`config.mk`:
```
export PLATFORM = sky130hd
export DESIGN_NAME = radial_distance_map_flat
export DESIGN_NICKNAME = d
export VERILOG_FILES = /design/src/rtl/core/rdm_pkg.sv /design/src/rtl/core/rdm_if.sv /design/src/rtl/core/radial_distance_map.sv /design/src/rtl/core/rdm_sqrt.sv /design/src/flat_wrapper.sv
export SDC_FILE = /design/constraint.sdc
export NUM_CORES = 1
export LEC_CHECK = 0
export ABC_AREA = 1
export BUFFER_PORTS_ARGS = -buffer_cell sky130_fd_sc_hd__buf_2
export CORE_ASPECT_RATIO = 1.75
export CORE_UTILIZATION = 48
export DETAILED_ROUTE_END_ITERATION = 12
export GPL_TIMING_DRIVEN = 0
export PLACE_DENSITY = 0.65
export SLEW_MARGIN = 20
export SYNTH_ARGS = -nofsm -noshare
export SYNTH_HDL_FRONTEND = slang
export SYNTH_SLANG_ARGS = --single-unit
export TNS_END_PERCENT = 5
```
`constraint.sdc`:
```
create_clock -name clock -period 14.65 [get_ports clock]
set_input_delay 0.7325 -clock clock [delete_from_list [all_inputs] [get_ports clock]]
set_output_delay 0.7325 -clock clock [all_outputs]
set_load 0.01 [all_outputs]
```
`src/rtl/core/rdm_pkg.sv`:
```
`default_nettype none

package rdm_pkg;

   localparam int COORD_W  = 11;
   localparam int CENTER_W = 15;
   localparam int RADIUS_W = 16;
   localparam int CSR_IDX_W = 2;

   localparam logic [CSR_IDX_W-1:0] CSR_CENTER_X = 2'd0;
   localparam logic [CSR_IDX_W-1:0] CSR_CENTER_Y = 2'd1;

   localparam logic [RADIUS_W-1:0] RADIUS_SAT = 16'hFFFF;

   typedef struct packed {
      logic start;
   } sqrt_ctrl_type;

   typedef struct packed {
      logic busy;
      logic done;
   } sqrt_stat_type;

endpackage

`default_nettype wire

```
`src/rtl/core/rdm_if.sv`:
```
`default_nettype none

interface rdm_req_if;
   logic                        valid;
   logic                        ready;
   logic [rdm_pkg::COORD_W-1:0] column;
   logic [rdm_pkg::COORD_W-1:0] row;
   logic                        frame_start;

   modport source (output valid, output column, output row, output frame_start, input ready);
   modport sink   (input valid, input column, input row, input frame_start, output ready);
endinterface

interface rdm_rsp_if;
   logic                         valid;
   logic                         ready;
   logic [rdm_pkg::RADIUS_W-1:0] radius;
   logic [rdm_pkg::RADIUS_W-1:0] max_radius_out;

   modport source (output valid, output radius, output max_radius_out, input ready);
   modport sink   (input valid, input radius, input max_radius_out, output ready);
endinterface

interface rdm_csr_if;
   logic                          valid;
   logic                          ready;
   logic [rdm_pkg::CSR_IDX_W-1:0] index;
   logic [rdm_pkg::CENTER_W-1:0]  data;

   modport source (output valid, output index, output data, input ready);
   modport sink   (input valid, input index, input data, output ready);
endinterface

`default_nettype wire

```
`src/rtl/core/radial_distance_map.sv`:
```
// Radial distance map. Each request beat carries a pixel column and row; the
// response beat gives the floor Euclidean distance from the centre held in
// the csr registers (index 0 centre column, index 1 centre line, both in
// 1/2^FRAC_BITS pixel) and the running peak, which frame_start restarts.
// One pixel is in flight at a time: a shared multiplier squares dx then dy,
// then a one-bit-per-cycle square-root unit forms a ROOT_W-bit root (16 bits
// at the default FRAC_BITS of 4, 20 at 8). A finished result is held in the
// response register, so the next pixel is taken while it waits; the next
// result stalls until that register is free. Radii above 65535 saturate.

`default_nettype none

module radial_distance_map #(
   parameter int FRAC_BITS = 4
) (
   input wire         clock,
   input wire         reset,
   rdm_req_if.sink    req,
   rdm_rsp_if.source  rsp,
   rdm_csr_if.sink    csr
);

   localparam int POS_W  = rdm_pkg::COORD_W + FRAC_BITS;
   localparam int OFF_W  = (POS_W > rdm_pkg::CENTER_W) ? POS_W : rdm_pkg::CENTER_W;
   localparam int SQ_W   = 2 * OFF_W;
   localparam int SUM_W  = SQ_W + 1;
   localparam int ROOT_W = (SUM_W + 1) / 2;
   localparam int RAD_W  = 2 * ROOT_W;
   localparam int EXT_W  = (ROOT_W > rdm_pkg::RADIUS_W) ? ROOT_W : rdm_pkg::RADIUS_W + 1;

   localparam logic [2:0] ST_IDLE = 3'd0;
   localparam logic [2:0] ST_SQX  = 3'd1;
   localparam logic [2:0] ST_SQY  = 3'd2;
   localparam logic [2:0] ST_SUM  = 3'd3;
   localparam logic [2:0] ST_ROOT = 3'd4;
   localparam logic [2:0] ST_DONE = 3'd5;

   logic [2:0] state_ff, state_in;

   logic [rdm_pkg::CENTER_W-1:0] center_x_ff, center_x_in;
   logic [rdm_pkg::CENTER_W-1:0] center_y_ff, center_y_in;

   logic [OFF_W-1:0] dx_ff, dx_in;
   logic [OFF_W-1:0] dy_ff, dy_in;
   logic             fs_ff, fs_in;
   logic [SQ_W-1:0]  prod_ff, prod_in;
   logic [SQ_W-1:0]  acc_ff,  acc_in;

   logic [rdm_pkg::RADIUS_W-1:0] peak_ff, peak_in;
   logic [rdm_pkg::RADIUS_W-1:0] radius_ff, radius_in;
   logic [rdm_pkg::RADIUS_W-1:0] max_out_ff, max_out_in;
   logic                         rsp_valid_ff, rsp_valid_in;

   logic [OFF_W-1:0] px, py, cx, cy, mul_a;
   logic [SUM_W-1:0] sum;
   logic [EXT_W-1:0] root_ext;
   logic [rdm_pkg::RADIUS_W-1:0] rad_sat;
   logic             req_take, rsp_load;

   rdm_pkg::sqrt_ctrl_type sq_ctrl;
   rdm_pkg::sqrt_stat_type sq_stat;
   logic [ROOT_W-1:0]      sq_root;

   rdm_sqrt #(.ROOT_W(ROOT_W)) u_sqrt (
      .clock    (clock),
      .reset    (reset),
      .ctrl     (sq_ctrl),
      .radicand (RAD_W'(sum)),
      .stat     (sq_stat),
      .root     (sq_root)
   );

   assign req.ready = (state_ff == ST_IDLE);
   assign csr.ready = 1'b1;
   assign req_take  = req.valid && req.ready;

   always_comb begin
      px = OFF_W'({req.column, {FRAC_BITS{1'b0}}});
      py = OFF_W'({req.row, {FRAC_BITS{1'b0}}});
      cx = OFF_W'(center_x_ff);
      cy = OFF_W'(center_y_ff);
      mul_a   = (state_ff == ST_SQX) ? dx_ff : dy_ff;
      prod_in = SQ_W'(mul_a) * SQ_W'(mul_a);
      sum     = SUM_W'(acc_ff) + SUM_W'(prod_ff);
      root_ext = EXT_W'(sq_root);
      rad_sat  = (root_ext > EXT_W'(rdm_pkg::RADIUS_SAT)) ? rdm_pkg::RADIUS_SAT
                                                          : root_ext[rdm_pkg::RADIUS_W-1:0];
      sq_ctrl.start = (state_ff == ST_SUM);
      rsp_load = (state_ff == ST_DONE) && (!rsp_valid_ff || rsp.ready);

      dx_in = (px >= cx) ? px - cx : cx - px;
      dy_in = (py >= cy) ? py - cy : cy - py;
      fs_in = req.frame_start;
      acc_in = prod_ff;

      center_x_in = center_x_ff;
      center_y_in = center_y_ff;
      if (csr.valid) begin
         unique case (csr.index)
            rdm_pkg::CSR_CENTER_X: center_x_in = csr.data;
            rdm_pkg::CSR_CENTER_Y: center_y_in = csr.data;
            default: ;
         endcase
      end

      peak_in    = peak_ff;
      radius_in  = radius_ff;
      max_out_in = max_out_ff;
      rsp_valid_in = rsp_valid_ff && !rsp.ready;
      if (rsp_load) begin
         peak_in      = (fs_ff || rad_sat > peak_ff) ? rad_sat : peak_ff;
         radius_in    = rad_sat;
         max_out_in   = peak_in;
         rsp_valid_in = 1'b1;
      end

      state_in = state_ff;
      unique case (state_ff)
         ST_IDLE: if (req_take) state_in = ST_SQX;
         ST_SQX:  state_in = ST_SQY;
         ST_SQY:  state_in = ST_SUM;
         ST_SUM:  state_in = ST_ROOT;
         ST_ROOT: if (sq_stat.done) state_in = ST_DONE;
         ST_DONE: if (rsp_load) state_in = ST_IDLE;
         default: state_in = ST_IDLE;
      endcase
   end

   always_ff @(posedge clock) begin
      if (req_take) begin
         dx_ff <= dx_in;
         dy_ff <= dy_in;
         fs_ff <= fs_in;
      end
      if (state_ff == ST_SQX || state_ff == ST_SQY) begin
         prod_ff <= prod_in;
      end
      if (state_ff == ST_SQY) begin
         acc_ff <= acc_in;
      end
      radius_ff  <= radius_in;
      max_out_ff <= max_out_in;
      if (reset) begin
         state_ff     <= ST_IDLE;
         center_x_ff  <= '0;
         center_y_ff  <= '0;
         peak_ff      <= '0;
         rsp_valid_ff <= 1'b0;
      end else begin
         state_ff     <= state_in;
         center_x_ff  <= center_x_in;
         center_y_ff  <= center_y_in;
         peak_ff      <= peak_in;
         rsp_valid_ff <= rsp_valid_in;
      end
   end

   assign rsp.valid          = rsp_valid_ff;
   assign rsp.radius         = radius_ff;
   assign rsp.max_radius_out = max_out_ff;

   a_idle_root_quiet: assert property (@(posedge clock) disable iff (reset)
      req.ready |-> !sq_stat.busy)
      else $error("root unit busy while taking a pixel");

   a_peak_bound: assert property (@(posedge clock) disable iff (reset)
      rsp.valid |-> rsp.max_radius_out >= rsp.radius)
      else $error("peak below radius");

   a_done_in_root: assert property (@(posedge clock) disable iff (reset)
      sq_stat.done |-> state_ff == ST_ROOT)
      else $error("root done outside root phase");

   a_load_from_done: assert property (@(posedge clock) disable iff (reset)
      $rose(rsp_valid_ff) |-> $past(state_ff) == ST_DONE)
      else $error("response raised outside done phase");

endmodule

`default_nettype wire

```
`src/rtl/core/rdm_sqrt.sv`:
```
`default_nettype none

module rdm_sqrt #(
   parameter int ROOT_W = 16
) (
   input  wire                         clock,
   input  wire                         reset,
   input  rdm_pkg::sqrt_ctrl_type      ctrl,
   input  wire  [2*ROOT_W-1:0]         radicand,
   output rdm_pkg::sqrt_stat_type      stat,
   output logic [ROOT_W-1:0]           root
);

   localparam int RAD_W = 2 * ROOT_W;
   localparam int REM_W = ROOT_W + 1;
   localparam int CNT_W = $clog2(ROOT_W);

   logic [RAD_W-1:0] rad_ff,  rad_in;
   logic [REM_W-1:0] rem_ff,  rem_in;
   logic [ROOT_W-1:0] root_ff, root_in;
   logic [CNT_W-1:0] cnt_ff,  cnt_in;
   logic             busy_ff, busy_in;
   logic             done_ff, done_in;

   logic [REM_W+1:0] rem_sh;
   logic [REM_W+1:0] trial;
   logic [REM_W+1:0] diff;
   logic             fits;

   // one result bit per cycle: two radicand bits shifted into the remainder
   always_comb begin
      rem_sh = {rem_ff, rad_ff[RAD_W-1 -: 2]};
      trial  = {1'b0, root_ff, 2'b01};
      diff   = rem_sh - trial;
      fits   = (rem_sh >= trial);

      rad_in  = rad_ff;
      rem_in  = rem_ff;
      root_in = root_ff;
      cnt_in  = cnt_ff;
      busy_in = busy_ff;
      done_in = 1'b0;

      if (ctrl.start) begin
         rad_in  = radicand;
         rem_in  = '0;
         root_in = '0;
         cnt_in  = CNT_W'(ROOT_W - 1);
         busy_in = 1'b1;
      end else if (busy_ff) begin
         rad_in  = {rad_ff[RAD_W-3:0], 2'b00};
         rem_in  = fits ? diff[REM_W-1:0] : rem_sh[REM_W-1:0];
         root_in = {root_ff[ROOT_W-2:0], fits};
         cnt_in  = cnt_ff - CNT_W'(1);
         if (cnt_ff == '0) begin
            busy_in = 1'b0;
            done_in = 1'b1;
         end
      end
   end

   always_ff @(posedge clock) begin
      rad_ff  <= rad_in;
      rem_ff  <= rem_in;
      root_ff <= root_in;
      cnt_ff  <= cnt_in;
      if (reset) begin
         busy_ff <= 1'b0;
         done_ff <= 1'b0;
      end else begin
         busy_ff <= busy_in;
         done_ff <= done_in;
      end
   end

   assign stat.busy = busy_ff;
   assign stat.done = done_ff;
   assign root      = root_ff;

endmodule

`default_nettype wire
```
`src/flat_wrapper.sv`:
```
// flat-port wrapper written by rule: the top's interface ports become plain ports
module radial_distance_map_flat 
#(
   parameter int FRAC_BITS = 4
)
  (clock, reset, req_valid, req_column, req_row, req_frame_start, req_ready, rsp_valid, rsp_radius, rsp_max_radius_out, rsp_ready, csr_valid, csr_index, csr_data, csr_ready);
  rdm_req_if req_i ();
  rdm_rsp_if rsp_i ();
  rdm_csr_if csr_i ();
  input wire clock;
  input wire reset;
  input wire logic [$bits(req_i.valid)-1:0] req_valid;
  input wire logic [$bits(req_i.column)-1:0] req_column;
  input wire logic [$bits(req_i.row)-1:0] req_row;
  input wire logic [$bits(req_i.frame_start)-1:0] req_frame_start;
  output wire logic [$bits(req_i.ready)-1:0] req_ready;
  output wire logic [$bits(rsp_i.valid)-1:0] rsp_valid;
  output wire logic [$bits(rsp_i.radius)-1:0] rsp_radius;
  output wire logic [$bits(rsp_i.max_radius_out)-1:0] rsp_max_radius_out;
  input wire logic [$bits(rsp_i.ready)-1:0] rsp_ready;
  input wire logic [$bits(csr_i.valid)-1:0] csr_valid;
  input wire logic [$bits(csr_i.index)-1:0] csr_index;
  input wire logic [$bits(csr_i.data)-1:0] csr_data;
  output wire logic [$bits(csr_i.ready)-1:0] csr_ready;
  assign req_i.valid = req_valid;
  assign req_i.column = req_column;
  assign req_i.row = req_row;
  assign req_i.frame_start = req_frame_start;
  assign req_ready = req_i.ready;
  assign rsp_valid = rsp_i.valid;
  assign rsp_radius = rsp_i.radius;
  assign rsp_max_radius_out = rsp_i.max_radius_out;
  assign rsp_i.ready = rsp_ready;
  assign csr_i.valid = csr_valid;
  assign csr_i.index = csr_index;
  assign csr_i.data = csr_data;
  assign csr_ready = csr_i.ready;
  radial_distance_map #(.FRAC_BITS(FRAC_BITS)) u_core (.clock(clock), .reset(reset), .req(req_i), .rsp(rsp_i), .csr(csr_i));
endmodule
```
# Word level (Yosys, flattened, before mapping)
# Cells that the tools add are included.
[totals] ramBits=0 mem_count=0 output_inout_bits=35 reg_bits=244 word_cells=73 mem_bits_ro=0 latchBits=0
[classes] n_eq_ne=9 n_mul=1 n_bitwise=1 n_reduce_logical=16 n_mux=16 add_sub_neg=7 n_shift=0 div=0 n_lt_le_gt_ge=4
[op_table] op="$mux 31" n=2
[op_table] op="$sub 15x15->15" n=4
[op_table] op="$mux 15" n=3
[op_table] op="$add 30x30->31" n=1
[op_table] op="$ge 15x15->1" n=2
[op_table] op="$mul 15x15->30" n=1
[op_table] op="$ge 19x18->1" n=1
[op_table] op="$pmux 3 s6" n=1
[op_table] op="$mux 17" n=1
[op_table] op="$sub 17x17->17" n=1
[op_table] op="$gt 16x16->1" n=1
[op_table] op="$mux 16" n=1
[op_table] op="$mux 3" n=3
[op_table] op="$eq 3x2->1 const B" n=2
[op_table] op="$eq 3x3->1 const B" n=2
[op_table] op="$mux 1" n=5
[op_table] op="$logic_not 4->1" n=1
[op_table] op="$ne 2x2->1 const B" n=2
[op_table] op="$reduce_and 2->1" n=2
[op_table] op="$sub 4x1->4 const B" n=1
[op_table] op="$eq 3x1->1 const B" n=1
[op_table] op="$logic_and 1x1->1" n=3
[op_table] op="$logic_not 3->1" n=1
[op_table] op="$logic_or 1x1->1" n=3
[op_table] op="other kinds (8)" n=9

# Logic depth before layout (Yosys ltp)
# Gate-level depths: netlist of run 1.
[logic_depth] ltp_word=5 mapped_depth=33

# Modules after synthesis
# A second synthesis of run 1 with hierarchy kept.
[hier_totals] hier_cells=2566 hier_area_um2=21094.0
[by_module_without_submodules] mod="radial_distance_map" cells_each=2028 seq_area_each_um2=4634.4 area_per_inst_um2=17057.6 instances=1
[by_module_without_submodules] mod="rdm_sqrt" cells_each=538 seq_area_each_um2=1741.7 area_per_inst_um2=4036.4 instances=1

# Worst setup path before layout of run 1
# No wires, ideal clock.
[synth_timing] path_type="flip-flop to flip-flop" from="reg u_core.state_ff[0]" to="reg u_core.prod_ff[23], in the netlist u_core.acc_in[23] (data pin)" setup_slack_ns=8.765 period_less_slack_ns=5.885 n_path_buf=2 required_ns=14.390 arrival_time_ns=5.625 stages_incl_launch_ff=31 path_cell_list="dfxtp_1 -> inv_2 -> nor2_4 -> nand2_4 -> buf_6 -> nand2_1 -> o21ai_1 -> inv_2 -> buf_2 -> nor2_1 -> fa_1 -> inv_1 -> fa_1 -> inv_1 -> fa_1 -> inv_1 -> fa_1 -> inv_1 -> fa_1 -> inv_1 -> fa_1 -> inv_1 -> ha_1 -> a21oi_1 -> o21ai_0 -> a21o_1 -> nand2_1 -> nand2_1 -> nand2_1 -> nand2_1 -> xor2_1"
[synth_via] elab_chain_len=3
[synth_lines] element="start, declared" line="radial_distance_map.sv:38" source="logic [2:0] state_ff, state_in;"
[synth_lines] element="start signal, assigned" line="radial_distance_map.sv:150" source="state_ff <= state_in;"
[synth_lines] element="$eq 3x1->1" line="radial_distance_map.sv:82" source="mul_a = (state_ff == ST_SQX) ? dx_ff : dy_ff;"
[synth_lines] element="$mux 15" line="radial_distance_map.sv:82"
[synth_lines] element="$mul 15x15->30" line="radial_distance_map.sv:83" source="prod_in = SQ_W'(mul_a) * SQ_W'(mul_a);"
[synth_lines] element="via u_core.prod_in[23]" line="radial_distance_map.sv:46" source="logic [SQ_W-1:0] prod_ff, prod_in;"
[synth_lines] element="end signal, assigned" line="radial_distance_map.sv:136" source="prod_ff <= prod_in;"
[synth_lines] element="end, declared" line="radial_distance_map.sv:46"
# The timed path passes the listed nets, and every way through them passes these cells.
# A chain may end at the register's enable or synchronous reset.

# Final worst setup path of run 1
[layout_timing] from="reg u_core.state_ff[0]" to="reg u_core.prod_ff[28], in the netlist u_core.acc_in[28] (data pin)"
# The elaborated chain is that of the path after synthesis.

==> results of run 1 <==
==> metal layers <==
metal  vias up  part of all wire, %  routed length [um]
met5         -                    0                   0
met4         0                  8.0                4550
met2       485                   56               31900
met3       220                  3.0                1730
met1      8197                   33               18500
li1       8570                    -                   -
==> sequential cells by signal (all words and copies together) (netlist names), 16 cells and up <==
name / cells
u_core.u_sqrt.root: 16
u_core.u_sqrt.rad_ff: 32
u_core.rsp.radius: 16
u_core.acc_in: 29
u_core.peak_ff: 16
u_core.acc_ff: 29
u_core.u_sqrt.rem_ff: 17
u_core.rsp.max_radius_out: 16
==> cell usage in the layout, fill, tap and decap left out, types with 34 or more instances in the layout <==
cell	synthesis	layout
ha_1	196	196
nand4_1	38	38
nand3_1	135	135
nand2_1	552	552
dfxtp_1	90	90
inv_1	483	482
xor2_1	62	62
nor2_1	228	226
clkbuf_1	30	34
fa_1	139	139
o21ai_0	100	99
buf_2	20	98
a21oi_1	154	154
edfxtp_1	152	152
==> final cells by class <==
type,instances,area share [%]
flip-flops and latches,242,27.8
plain buffers,62,1.33
well taps,561,3.07
clock buffers,31,2.92
multi-input cells,1796,54.1
clock inverters,15,0.596
inverters,505,8.29
repair buffers,80,1.91
==> cell families after synthesis <==
| kind of cell | Yosys count | share of synthesized area, % |
|---|---|---|
| AO/OA/AOI/OAI | 363 | 10.2 |
| XOR/XNOR | 84 | 3.52 |
| adder cells (fa/ha/maj) | 335 | 25.0 |
| buffers and inverters | 567 | 10.5 |
| flip-flops | 242 | 30.4 |
| multiplexers | 1 | 0.0538 |
| other | 1 | 0.0179 |
| AND/OR/NAND/NOR | 1012 | 20.2 |
==> worst max-delay path: stages, from the launching register on <==
cell     delay (ps)
dfxtp_1         490
inv_2           100
nor2_4          120
nand2_4          90
buf_6           170
o21ai_2         480
inv_2           280
nor2_1          220
inv_1            80
fa_1            530
inv_1            50
fa_1            480
fa_1            530
fa_1            540
fa_1            550
inv_1            60
fa_1            500
inv_1            40
ha_1            370
nand2_1         110
nor2_1          100
inv_1            70
nor2_1          260
nand4_1         270
nand4_1         140
nand2_1          60
==> worst min-delay path by stage <==
stage	end	slack, ps	cells after the start	startpoint
3_3_place_gp	u_core.dy_ff[0]	420	0	u_core.center_y_ff[0]
4_1_cts	u_core.fs_ff	320	1	req_frame_start
3_5_place_dp	u_core.dx_ff[0]	420	0	u_core.center_x_ff[0]
6_report	u_core.fs_ff	330	1	req_frame_start
5_1_grt	u_core.fs_ff	320	1	req_frame_start
2_1_floorplan	u_core.dx_ff[0]	410	0	u_core.center_x_ff[0]
==> stage by stage <==
| step | worst slack, ps | util (%) | hold WS [ps] | area (um2) | cells |
|---|---|---|---|---|---|
| after floorplan | 8770 | - | 408 | 20900 | 2605 |
| after global placement | 7920 | 51.5 | 417 | 22000 | 3244 |
| after detailed placement | 7750 | 51.6 | 417 | 22100 | 3246 |
| after CTS | 7720 | 53.5 | 316 | 22900 | 3292 |
| after global routing | 7280 | 53.5 | 324 | 22900 | 3292 |
| final | 7650 | 53.5 | 332 | 22900 | 3292 |
==> run_results.csv, run 1 <==
group,metric,value,unit
clocking,numCtsBuffers,25,
clocking,cts_resized,0,
layout,diodes,0,
setup_path,r2r-end,"u_core.acc_in[28]",
grt,grt_use_total,26.1,%
grt,grt_max_degree,42,
clocking,cts.htree.levels,1,
sta,skew,32.0,ps
grt,use_met1,22.9,%
grt,grt_overflow,0,
hold_path,hp-class,"input port to register",
layout,layout.nets,3092,
sta,worst_pin_slew,973,ps
detailed_routing,wl_per_cell,17.2,um
placed_design,globalplace.congestion,0.983,
setup_path,endpoint,"u_core.acc_in[28]",
yosys,syn-num-nets,2985,
grt,met2_usage,53.4,%
grt,grt_pass1_vias,18500,
sta,min_period_over_period,47.8,%
detailed_routing,wirelength,56.7,mm
grt,grt.busiest_layer,"met2",
setup_path,required,14960,ps
clocking,cts_root_buf,"clkbuf_16",
yosys,netlist_area,20900,um2
die,boundaryPins,80,
yosys,ys_ff_latch,242,
die,dieArea,44500,um2
layout,layout-drive-gt1-share,7.98,%
detailed_routing,drt_iter0_markers,893,
run,cap_violations,0,
layout,ff_latch_area,6370,um2
sta,rsz0062_at_grt,"false",
yosys,yosysUniqueCellTypes,55,
yosys,synth_top_cell_by_area,"edfxtp_1",
yosys,synth_edf_count,152,
detailed_routing,drtAntennaViolNets,0,
die,die_height,278,um
placed_design,io_buffers,78,
die,dieWidth,160,um
sta,slew_headroom,35.1,%
clocking,clockBufferDepth,3,
yosys,synthTopCellsByArea,"edfxtp_1, fa_1, ha_1",
outcome,outcome,"finished, final reports clean",
grt,met3_usage,2.16,%
setup_path,path_class,"register to register",
yosys,yosysWarningCount,0,
detailed_routing,dr.pass1.iters,5,
setup_path,reg2reg_slack,7650,ps
yosys,async_flop_share,0,%
clocking,cts_sinks,242,
sta,finalHoldViolCount,0,
sta,fin_crit,7000,ps
layout,area_growth,9.42,%
clocking,ctsHoldBuffers,0,
setup_path,startpoint,"u_core.state_ff[0]",
yosys,synthFlopType,"edfxtp_1",
clocking,path_clk_slew,70,ps
sta,max_freq,143,MHz
placed_design,dp_hpwl,47.3,mm
sta,finalSetupViolations,0,
setup_path,cp.arrival,7310,ps
yosys,synth_cells,2605,
grt,antenna_found_initial,0,
setup_path,critPathMaxFanout,10,
die,core,42800,um2
grt,grt_pass1_wl,90.7,mm
clocking,clk_latency,580,ps
setup_path,reg2reg_from,"u_core.state_ff[0]",
die,start_util,48.9,%
setup_path,start_kind,"register",
clocking,post_cts_buffers,0,
sta,final.setup.tns,0,ps
yosys,synthTopCellsByCount,"nand2_1, inv_1, nor2_1, ha_1, a21oi_1",
yosys,avgSynthCellArea,8.03,um2
setup_path,cp-end-kind,"register",
yosys,ys_seq_area_share,30.4,%
detailed_routing,routed_via_density,5.31,
sta,slew_viol_final,0,
detailed_routing,drc,0,
clocking,cts_tree,"done",
setup_path,rr_worst_depth,25,
detailed_routing,via_count,17500,
layout,fill_cells,4205,
yosys,synth.most_common_cell,"nand2_1",
layout,multiInputGateArea,12400,um2
yosys,synth_top_area_share,21.8,%
die,placementRows,100,
Power of run 1 is not shown: default switching activity piles up to over one toggle a cycle in this logic, so the estimate is an artifact.
==> run 2, diff against run 1 <==
--- a/config.mk
+++ b/config.mk
@@ -11,7 +11,7 @@
 export CORE_UTILIZATION = 48
 export DETAILED_ROUTE_END_ITERATION = 12
 export GPL_TIMING_DRIVEN = 0
-export PLACE_DENSITY = 0.65
+export PLACE_DENSITY = 0.68
 export SLEW_MARGIN = 20
 export SYNTH_ARGS = -nofsm -noshare
 export SYNTH_HDL_FRONTEND = slang
==> constraint.sdc (replaced) <==
create_clock -name clock -period 5.68 [get_ports clock]
set_input_delay 0.284 -clock clock [delete_from_list [all_inputs] [get_ports clock]]
set_output_delay 0.284 -clock clock [all_outputs]
set_load 0.01 [all_outputs]
==> run 2 against run 1 <==
  * The flow now finishes with violations (negative setup slack)
  * First-iteration DRC count down 16%
  * Fmax is 14% higher
  * Count of clock-buffer cells in the layout fell by 5
  * Non-clock buffer count rose by 54
==> run_results.csv, run 2 (synthesis gave the netlist of run 1 again) <==
group,metric,value,unit
sta,worst_pin_slew,949,ps
die,boundaryPins,80,
sta,whs,30.0,ps
sta,max_freq,163,MHz
clocking,path_clk_slew,70,ps
placed_design,dp_slack,-950,ps
setup_path,cp_common_cell,"fa_1",
layout,area_growth,14.5,%
grt,grt_max_degree,42,
die,die_height,278,um
detailed_routing,drtAntennaViolNets,0,
detailed_routing,drt_iter0_markers,750,
setup_path,endpoint,"u_core.acc_in[20]",
placed_design,io_buffers,78,
clocking,clockBufferDepth,3,
grt,grt_pass1_vias,18600,
sta,min_period_over_period,108,%
grt,grt_pass1_wl,92.0,mm
layout,layout.nets,3145,
grt,use_met1,23.4,%
clocking,cts_root_buf,"clkbuf_16",
die,core,42800,um2
layout,diodes,0,
detailed_routing,routed_via_density,5.30,
setup_path,cp.arrival,6410,ps
setup_path,cp_slowest_stage_delay,550,ps
setup_path,startpoint,"u_core.state_ff[0]",
layout,top_register,"u_core.u_sqrt.rad_ff",
setup_path,critPathMaxFanout,10,
run,cap_violations,0,
setup_path,reg2reg_slack,-440,ps
hold_path,hp-class,"input port to register",
sta,slew_viol_final,0,
setup_path,cp-end-kind,"register",
detailed_routing,dr.pass1.iters,5,
setup_path,r2r-end,"u_core.acc_in[20]",
clocking,cts.htree.levels,1,
outcome,outcome,"finished, violations left",
detailed_routing,wirelength,58.6,mm
sta,skew,20.4,ps
grt,antenna_found_initial,0,
clocking,cts_tree,"done",
setup_path,required,5970,ps
clocking,cts_sinks,242,
clocking,clk_latency,550,ps
setup_path,rr_worst_depth,25,
layout,mostFrequentLayoutCells,"nand2_1, inv_1, nor2_1, ha_1, edfxtp_1",
detailed_routing,drc,0,
grt,grt_overflow,0,
grt,grt.busiest_layer,"met2",
layout,layout-drive-gt1-share,13.4,%
setup_path,reg2reg_from,"u_core.state_ff[0]",
grt,grt_use_total,26.6,%
outcome,violations,"negative setup slack",
sta,finalSetupViolations,20,
sta,rsz0062_at_grt,"true",
detailed_routing,via_count,17700,
setup_path,path_class,"register to register",
sta,fin_crit,6120,ps
setup_path,start_kind,"register",
detailed_routing,wl_per_cell,17.5,um
grt,met3_usage,2.61,%
clocking,numCtsBuffers,24,
grt,met2_usage,53.2,%
layout,final_common_cell,"nand2_1",
placed_design,dp_hpwl,47.0,mm
die,dieWidth,160,um
sta,slew_headroom,36.7,%
layout,largest_register_ff_count,32,
placed_design,globalplace.congestion,0.942,
die,dieArea,44500,um2
sta,finalHoldViolCount,0,
die,start_util,48.9,%
setup_path,crit_slowest_cell,"fa_1",
die,placementRows,100,
sta,worst_slack,-439,ps
## run 2: routing by layer
layer	vias to the layer above	routed length [um]
met2	450	32300
met5	-	0
met3	235	1620
met4	0	5440
li1	8668	-
met1	8364	19200
## run 2: layout make-up
| cell class | instances | area, um2 |
|---|---|---|
| clock inverters | 18 | 148 |
| well taps | 561 | 702 |
| plain buffers | 62 | 392 |
| fillers | 3940 | 18800 |
| clock buffers | 26 | 608 |
| multi-input cells | 1796 | 12900 |
| repair buffers | 134 | 925 |
| flip-flops and latches | 242 | 6370 |
| inverters | 505 | 1940 |
## run 2: what timing repair did
item                       in CTS  in global routing
hold endpoints to repair        1                  0
gates cloned                    1                  0
hold buffers                    1                  0
pin swaps                      35                 18
gates resized for setup       104                 49
buffers inserted               46                  6
setup endpoints to repair      22                 22
## run 2: worst min-delay path by stage
stage	start	endpoint	slack (ps)	cells past startpoint
finish	csr_data[4]	u_core.center_x_ff[4]	30	3
floorplan	reset	u_core.u_sqrt.done_ff	360	1
detailed placement	u_core.center_x_ff[0]	u_core.dx_ff[0]	420	0
global route	csr_data[2]	u_core.center_x_ff[2]	20	3
CTS	csr_data[4]	u_core.center_x_ff[4]	10	3
global placement	u_core.center_y_ff[0]	u_core.dy_ff[0]	420	0
## run 2: critical path: cells and delay by family (launching register included)
family | cells | cell delay [ps]
compound gates | 5 | 950
buf+inv | 8 | 750
fa+ha+maj | 7 | 3110
flops | 1 | 340
xor+xnor | 1 | 160
simple gates | 4 | 530
## run 2: stage by stage
| step | setup TNS (ps) | utilization (%) | instances | cell area (um2) |
|---|---|---|---|---|
| floorplan | -22.3 | - | 2605 | 21000 |
| global placement | -12740 | 51.7 | 3244 | 22100 |
| detailed placement | -15680 | 51.9 | 3246 | 22200 |
| CTS | -5800 | 55.5 | 3338 | 23800 |
| global route | -10290 | 56.0 | 3344 | 24000 |
| finish | -5810 | 56.0 | 3344 | 24000 |
Power of run 2 is left out for the same reason.
